`config.mk`:
```
export PLATFORM = sky130hd
export DESIGN_NAME = trs_front_flat
export DESIGN_NICKNAME = d
export VERILOG_FILES = /design/src/hw/rtl/trs_pkg.sv /design/src/hw/rtl/trs_ifc.sv /design/src/hw/rtl/trs_front.sv /design/src/flat_wrapper.sv
export SDC_FILE = /design/constraint.sdc
export NUM_CORES = 1
export LEC_CHECK = 0
export BUFFER_PORTS_ARGS = -buffer_cell sky130_fd_sc_hd__buf_2
export CORE_MARGIN = 2
export CORE_UTILIZATION = 54
export CTS_CLUSTER_DIAMETER = 200
export DETAILED_ROUTE_END_ITERATION = 10
export PLACE_DENSITY = 0.83
export SYNTH_ARGS = -nofsm -noshare
export SYNTH_HDL_FRONTEND = slang
export SYNTH_SLANG_ARGS = --single-unit
```
`constraint.sdc`:
```
create_clock -name clk -period 16.3 [get_ports clk]
set_clock_uncertainty 0.15 [all_clocks]
set_input_delay 0 -clock clk [delete_from_list [all_inputs] [get_ports clk]]
set_output_delay 0 -clock clk [all_outputs]
set_load 0.05 [all_outputs]
```
`src/hw/rtl/trs_pkg.sv`:
```
// Package for the TRS model matrix builder: types, constants, CORDIC table.
`default_nettype none
package trs_pkg;

  localparam int CordicSteps = 16;
  localparam int AtanEntries = 24;
  localparam int NumSteps = (CordicSteps < AtanEntries) ? CordicSteps : AtanEntries;
  localparam int StepW = $clog2(NumSteps + 1);
  localparam int QDepth = 2;

  localparam logic signed [33:0] CordicStartX = 34'sd652032874;
  localparam logic signed [15:0] Deg360 = 16'sd23040;
  localparam logic signed [15:0] Deg180 = 16'sd11520;
  localparam logic signed [15:0] Deg90 = 16'sd5760;
  localparam logic signed [31:0] OneQ16 = 32'sd65536;

  // Front/back handoff after classification
  typedef struct packed {
    logic [2:0][31:0] pos;
    logic [2:0][31:0] scl;
    logic [2:0][15:0] ang;
    logic [2:0]       neg;
    logic             fin;
  } trs_job_t;

  typedef enum logic [2:0] {
    BK_IDLE, BK_CORDIC, BK_PROD1, BK_PROD2, BK_ROWS
  } trs_bk_state_t;

  function automatic logic signed [31:0] atan_lut(input logic [4:0] i);
    logic signed [31:0] v;
    begin
      case (i)
        5'd0: v = 32'sd188743680;  5'd1: v = 32'sd111421900;
        5'd2: v = 32'sd58872272;   5'd3: v = 32'sd29884485;
        5'd4: v = 32'sd15000234;   5'd5: v = 32'sd7507429;
        5'd6: v = 32'sd3754631;    5'd7: v = 32'sd1877430;
        5'd8: v = 32'sd938729;     5'd9: v = 32'sd469366;
        5'd10: v = 32'sd234683;    5'd11: v = 32'sd117342;
        5'd12: v = 32'sd58671;     5'd13: v = 32'sd29335;
        5'd14: v = 32'sd14668;     5'd15: v = 32'sd7334;
        5'd16: v = 32'sd3667;      5'd17: v = 32'sd1833;
        5'd18: v = 32'sd917;       5'd19: v = 32'sd458;
        5'd20: v = 32'sd229;       5'd21: v = 32'sd115;
        5'd22: v = 32'sd57;        5'd23: v = 32'sd29;
        default: v = 32'sd0;
      endcase
      return v;
    end
  endfunction

  // Q4.30 product, round half up
  function automatic logic signed [33:0] mul30(input logic signed [33:0] a,
                                               input logic signed [33:0] b);
    logic signed [67:0] p;
    begin
      p = a * b + (68'sd1 <<< 29);
      return 34'(p >>> 30);
    end
  endfunction

  // Rotation element times Q16.16 scale, rounded and saturated
  function automatic logic [31:0] scale_elem(input logic signed [33:0] r,
                                             input logic signed [31:0] s);
    logic signed [66:0] p;
    logic signed [36:0] v;
    begin
      p = 67'(r) * 67'(s) + (67'sd1 <<< 29);
      v = 37'(p >>> 30);
      if (v > 37'sd2147483647) return 32'h7fffffff;
      if (v < -37'sd2147483648) return 32'h80000000;
      return v[31:0];
    end
  endfunction

endpackage
`default_nettype wire

```
`src/hw/rtl/trs_ifc.sv`:
```
// Valid/ready channel interfaces for entity requests and row results.
`default_nettype none
interface trs_in_if (input wire logic clk);
  logic valid;
  logic ready;
  logic signed [31:0] pos_x, pos_y, pos_z;
  logic signed [15:0] angle_x, angle_y, angle_z;
  logic signed [31:0] scale_x, scale_y, scale_z;
  logic final_entity;
  modport source (output valid, pos_x, pos_y, pos_z, angle_x, angle_y, angle_z,
                  scale_x, scale_y, scale_z, final_entity, input ready);
  modport sink (input valid, pos_x, pos_y, pos_z, angle_x, angle_y, angle_z,
                scale_x, scale_y, scale_z, final_entity, output ready);
endinterface

`default_nettype wire

```
`src/hw/rtl/trs_front.sv`:
```
// Front end: takes entity requests, folds angles into +-90 degrees, queues jobs.
`default_nettype none
module trs_front (
  input  wire logic     clk,
  input  wire logic     rst_n,
  trs_in_if.sink        in_ch,
  output trs_pkg::trs_job_t job,
  output logic          job_valid,
  input  wire logic     job_take
);
  localparam int PtrW = $clog2(trs_pkg::QDepth);

  trs_pkg::trs_job_t q_r [trs_pkg::QDepth];
  logic [PtrW-1:0] wp_r, rp_r;
  logic [PtrW:0]   cnt_r;
  trs_pkg::trs_job_t cls;
  logic push, pop;

  // Fold one angle: wrap modulo 360, then into [-90, 90] with sign flag
  function automatic logic [16:0] fold(input logic signed [15:0] a);
    logic signed [16:0] w;
    logic n;
    begin
      w = 17'(a);
      if (w > 17'(trs_pkg::Deg180)) w = w - 17'(trs_pkg::Deg360);
      else if (w <= -17'(trs_pkg::Deg180)) w = w + 17'(trs_pkg::Deg360);
      if (w > 17'(trs_pkg::Deg180)) w = w - 17'(trs_pkg::Deg360);
      else if (w <= -17'(trs_pkg::Deg180)) w = w + 17'(trs_pkg::Deg360);
      n = 1'b0;
      if (w > 17'(trs_pkg::Deg90)) begin
        w = w - 17'(trs_pkg::Deg180); n = 1'b1;
      end else if (w < -17'(trs_pkg::Deg90)) begin
        w = w + 17'(trs_pkg::Deg180); n = 1'b1;
      end
      return {n, w[15:0]};
    end
  endfunction

  // Classify the incoming request
  always_comb begin
    logic [16:0] fx, fy, fz;
    fx = fold(in_ch.angle_x);
    fy = fold(in_ch.angle_y);
    fz = fold(in_ch.angle_z);
    cls.pos = {in_ch.pos_z, in_ch.pos_y, in_ch.pos_x};
    cls.scl = {in_ch.scale_z, in_ch.scale_y, in_ch.scale_x};
    cls.ang = {fz[15:0], fy[15:0], fx[15:0]};
    cls.neg = {fz[16], fy[16], fx[16]};
    cls.fin = in_ch.final_entity;
  end

  assign in_ch.ready = (cnt_r != (PtrW+1)'(trs_pkg::QDepth));
  assign push = in_ch.valid && in_ch.ready;
  assign job_valid = (cnt_r != '0);
  assign pop = job_valid && job_take;
  assign job = q_r[rp_r];

  // Queue storage
  always_ff @(posedge clk) begin
    if (push) q_r[wp_r] <= cls;
  end

  // Queue pointers
  always_ff @(posedge clk) begin
    if (!rst_n) begin
      wp_r <= '0; rp_r <= '0; cnt_r <= '0;
    end else begin
      if (push) wp_r <= wp_r + 1'b1;
      if (pop) rp_r <= rp_r + 1'b1;
      cnt_r <= cnt_r + (PtrW+1)'(push) - (PtrW+1)'(pop);
    end
  end

  a_cnt_max: assert property (@(posedge clk) disable iff (!rst_n)
    cnt_r <= (PtrW+1)'(trs_pkg::QDepth)) else $error("queue overfull");
  a_no_pop_empty: assert property (@(posedge clk) disable iff (!rst_n)
    (cnt_r == '0) |-> !pop) else $error("pop from empty queue");
  a_full_blocks: assert property (@(posedge clk) disable iff (!rst_n)
    (cnt_r == (PtrW+1)'(trs_pkg::QDepth)) |-> !push) else $error("push into full queue");
endmodule
`default_nettype wire

```
`src/flat_wrapper.sv`:
```
// flat-port wrapper written by rule: the top's interface ports become plain ports
module trs_front_flat 
  (clk, rst_n, job, job_valid, job_take, in_ch_valid, in_ch_pos_x, in_ch_pos_y, in_ch_pos_z, in_ch_angle_x, in_ch_angle_y, in_ch_angle_z, in_ch_scale_x, in_ch_scale_y, in_ch_scale_z, in_ch_final_entity, in_ch_ready);
  trs_in_if in_ch_i (.clk(clk));
  input  wire logic clk;
  input  wire logic rst_n;
  output trs_pkg::trs_job_t job;
  output logic job_valid;
  input  wire logic job_take;
  input wire logic [$bits(in_ch_i.valid)-1:0] in_ch_valid;
  input wire logic [$bits(in_ch_i.pos_x)-1:0] in_ch_pos_x;
  input wire logic [$bits(in_ch_i.pos_y)-1:0] in_ch_pos_y;
  input wire logic [$bits(in_ch_i.pos_z)-1:0] in_ch_pos_z;
  input wire logic [$bits(in_ch_i.angle_x)-1:0] in_ch_angle_x;
  input wire logic [$bits(in_ch_i.angle_y)-1:0] in_ch_angle_y;
  input wire logic [$bits(in_ch_i.angle_z)-1:0] in_ch_angle_z;
  input wire logic [$bits(in_ch_i.scale_x)-1:0] in_ch_scale_x;
  input wire logic [$bits(in_ch_i.scale_y)-1:0] in_ch_scale_y;
  input wire logic [$bits(in_ch_i.scale_z)-1:0] in_ch_scale_z;
  input wire logic [$bits(in_ch_i.final_entity)-1:0] in_ch_final_entity;
  output wire logic [$bits(in_ch_i.ready)-1:0] in_ch_ready;
  assign in_ch_i.valid = in_ch_valid;
  assign in_ch_i.pos_x = in_ch_pos_x;
  assign in_ch_i.pos_y = in_ch_pos_y;
  assign in_ch_i.pos_z = in_ch_pos_z;
  assign in_ch_i.angle_x = in_ch_angle_x;
  assign in_ch_i.angle_y = in_ch_angle_y;
  assign in_ch_i.angle_z = in_ch_angle_z;
  assign in_ch_i.scale_x = in_ch_scale_x;
  assign in_ch_i.scale_y = in_ch_scale_y;
  assign in_ch_i.scale_z = in_ch_scale_z;
  assign in_ch_i.final_entity = in_ch_final_entity;
  assign in_ch_ready = in_ch_i.ready;
  trs_front u_core (.clk(clk), .rst_n(rst_n), .in_ch(in_ch_i), .job(job), .job_valid(job_valid), .job_take(job_take));
endmodule
```
==> results.json <==
{
  "status": "completed",
  "arrival_ns": 5.78,
  "relSlewSlack": 0.260,
  "wl_met2_um": 33800,
  "ys_warn_count": 0,
  "worst-setup-path-type": "in -> reg",
  "grt.total_usage": 0.318,
  "die_y_um": 202,
  "synth_seq_cells": 493,
  "fin_crit_sh": 0.346,
  "wl_met1_um": 23700,
  "async_reset_ff_frac": 0,
  "finish.utilization": 0.758,
  "reg2reg_to": "u_core.q_r[1][133]",
  "antenna_found_initial": 7,
  "critPathTopFamily": "compound AO/OA/AOI/OAI gates",
  "cts_buffers": 48,
  "cts_setup_buffers": 0,
  "cts.sinks": 493,
  "finalWirelength_um": 65900,
  "grt_pass1_wl_um": 98600,
  "numPortBuffers": 490,
  "cp.required_ns": 16.45,
  "clock-root-buffer": "clkbuf_16",
  "area_growth_pct": 38.7,
  "synth_edf_count": 488,
  "worst_pin_slew_ns": 1.11,
  "crit_fanout": 9,
  "drive_above_1_share": 0.378,
  "synth_top_flop_cell": "edfxtp_1",
  "path_cells": "dlygate4sd3_1 -> buf_2 -> nor4_1 -> nand3b_1 -> o31a_1 -> nor2b_1 -> a221oi_1 -> inv_1 -> ha_1 -> a21oi_1 -> o311ai_1 -> nand2_1 -> o22ai_1 -> xnor2_1 -> a41o_1 -> inv_1 -> o41a_1 -> xnor2_1",
  "synth_area_mm2": 0.0211,
  "crit_path_end_kind": "flop",
  "tns_ns": 0,
  "max_freq_mhz": 177,
  "slowest_delay_ns": 0.74,
  "overflow": 0,
  "cts-resized-gates": 0,
  "rrSetupSlack_ns": 12.69,
  "row_count": 72,
  "hold_viol": 0,
  "yosys.area.top_type": "edfxtp_1",
  "wl_per_cell_um": 24.2,
  "netlist_top_cells_area": "edfxtp_1 (69%), mux2_2 (13%), ha_1 (1.5%), xnor2_1 (1.2%), a21oi_1 (1.1%)",
  "hold_start": "in_ch_pos_z[2]",
  "gp_congestion": 0.879,
  "first_global_vias": 16200,
  "whs_path_depth": 2,
  "slowest_stage": "a221oi_1",
  "multi_input_area_mm2": 0.00602,
  "final_cell_count_no_fill": 2728,
  "rr_startpoint": "u_core.cnt_r[0]",
  "setup_viol": 0,
  "dp_hpwl_um": 35900,
  "yosysTopAreaCellShare": 0.694,
  "initial_core_util": 0.546,
  "worst-r2r-cell-count": 5,
  "vias_per_cell": 5.74,
  "vias": 15700,
  "pin_count": 491,
  "regArea_mm2": 0.0148,
  "drt-initial-drc-count": 1710,
  "ir_drop_v": 0.000126,
  "clkTransAtPathRegs_ns": 0.07,
  "syn_nets": 1571,
  "critPathBufInv": 4,
  "cp.depth": 18,
  "synth_most_common_cell": "edfxtp_1",
  "slew_violations": 0,
  "syn_avg_cell_area_um2": 16.2,
  "die_area_mm2": 0.0407,
  "cts_tree": "yes",
  "route.detailed.drc": 0,
  "holdPathEnd": "u_core.q_r[1][214]",
  "ctsLongestPathBuffers": 3,
  "core_mm2": 0.0386,
  "place_ws_ns": 10.76,
  "p_leak_nw": 11.1,
  "drtAntennaViolNets": 0,
  "finalCriticalPeriod_ns": 5.64,
  "dieWidth_um": 202,
  "synthDistinctLibCells": 89,
  "ys_top_cells_by_count": "edfxtp_1 (488), mux2_2 (245), nand2_1 (55), a21oi_1 (47), clkbuf_1 (40)",
  "highest_layer": "met4",
  "drt_pre_antenna_iters": 6,
  "route.met3.wl_um": 5060,
  "rsz0062_at_grt": "no",
  "post-route-cell-area_mm2": 0.0293,
  "hold_path.class": "in -> reg",
  "placed_cell_area_mm2": 0.0241,
  "setup_slack_ns": 10.66,
  "clock_latency_ns": 0.56,
  "drv_cap": 0,
  "syn_inst": 1300,
  "grt_max_degree": 82,
  "fill_cells": 2151,
  "place_inst": 2266,
  "cts_max_level": 2,
  "worstSetupStartpointType": "input pin",
  "power.density_mw_per_mm2": 164,
  "seq_area_frac_synth": 0.699,
  "nets": 2434
}
## registers in the layout (all words and copies together) (netlist names), named ones only
| signal | flops |
|---|---|
| u_core.cnt_r | 2 |
| u_core.wp_r | 1 |
| u_core.rp_r | 1 |
| u_core.q_r | 488 |
## worst register-to-register path: stages, from the launching register on
cell and delay (ns):
dfxtp_1 0.34, inv_1 0.07, nand2_1 0.12, and3_4 0.81, buf_4 0.89, buf_4 0.83
## cells by family after synthesis
kind of cell | Yosys count | share of synthesized area
compound gates | 214 | 0.0732
xor+xnor | 39 | 0.0168
fa+ha+maj | 26 | 0.0154
buf+inv | 88 | 0.0167
flops | 493 | 0.699
mux | 250 | 0.133
simple gates | 190 | 0.0457
## worst max path at each step
stage | endpoint | startpoint | slack (ns)
5_1_grt | u_core.q_r[0][16] | in_ch_angle_x[4] | 10.34
3_5_place_dp | u_core.q_r[1][16] | in_ch_angle_x[4] | 10.76
4_1_cts | u_core.q_r[0][16] | in_ch_angle_x[4] | 10.84
6_report | u_core.q_r[0][16] | in_ch_angle_x[4] | 10.66
3_3_place_gp | u_core.q_r[0][16] | in_ch_angle_x[4] | 11.13
2_1_floorplan | u_core.wp_r | u_core.cnt_r[0] | 4.24
## where the power goes
group | total (mW) | switching (mW) | internal [mW]
clock | 1.11 | 0.501 | 0.612
combinational | 1.98 | 1.41 | 0.569
sequential | 1.72 | 0.0786 | 1.64
total | 4.81 | 1.99 | 2.83
## cells in the final DEF, fill, tap and decap left out, drive strengths merged, types with 8 or more instances in the layout
master and count:
buf 500, edfxtp 488, dlygate4sd3 365, mux2 247, clkbuf 62, nand2 55
a21oi 48, nor2 40, inv 38, o21ai 37, xnor2 30, ha 26
clkinv 19, nor3 16, and2 12, a21o 11, or3 10, nand3 10
a211o 9, a211oi 9, diode 8, nor2b 8, xor2 8, a31oi 8
o211ai 8, a22oi 8
## cell type report
| cell class | instances | area share |
|---|---|---|
| sequential | 493 | 0.504 |
| multi-input combinational | 719 | 0.206 |
| inverter | 36 | 0.00479 |
| tap | 518 | 0.0221 |
| clock buffer | 62 | 0.0428 |
| timing repair buffer | 865 | 0.211 |
| clock inverter | 27 | 0.00902 |
| antenna | 8 | 0.000684 |
## timing repair
action,in CTS,in global routing
hold buffers,365,0
setup endpoints to repair,0,0
endpoints found under the hold margin,455,0
## routing by layer
| metal | global-route usage | vias up |
|---|---|---|
| li1 | - | 6842 |
| met1 | 0.373 | 7712 |
| met2 | 0.563 | 927 |
| met3 | 0.0643 | 180 |
| met4 | 0.148 | 0 |
| met5 | 0 | - |
## per-stage QoR
| step | power, mW | hold slack (ns) |
|---|---|---|
| 3_5_place_dp | 3.58 | 0.0412 |
| 3_3_place_gp | 3.55 | 0.0373 |
| 2_1_floorplan | 3.20 | -0.0511 |
| 4_1_cts | 4.73 | 0.000402 |
| 6_report | 4.81 | 0.00768 |
| 5_1_grt | 4.95 | 0.00582 |
Power figures use the tool's default switching activity.
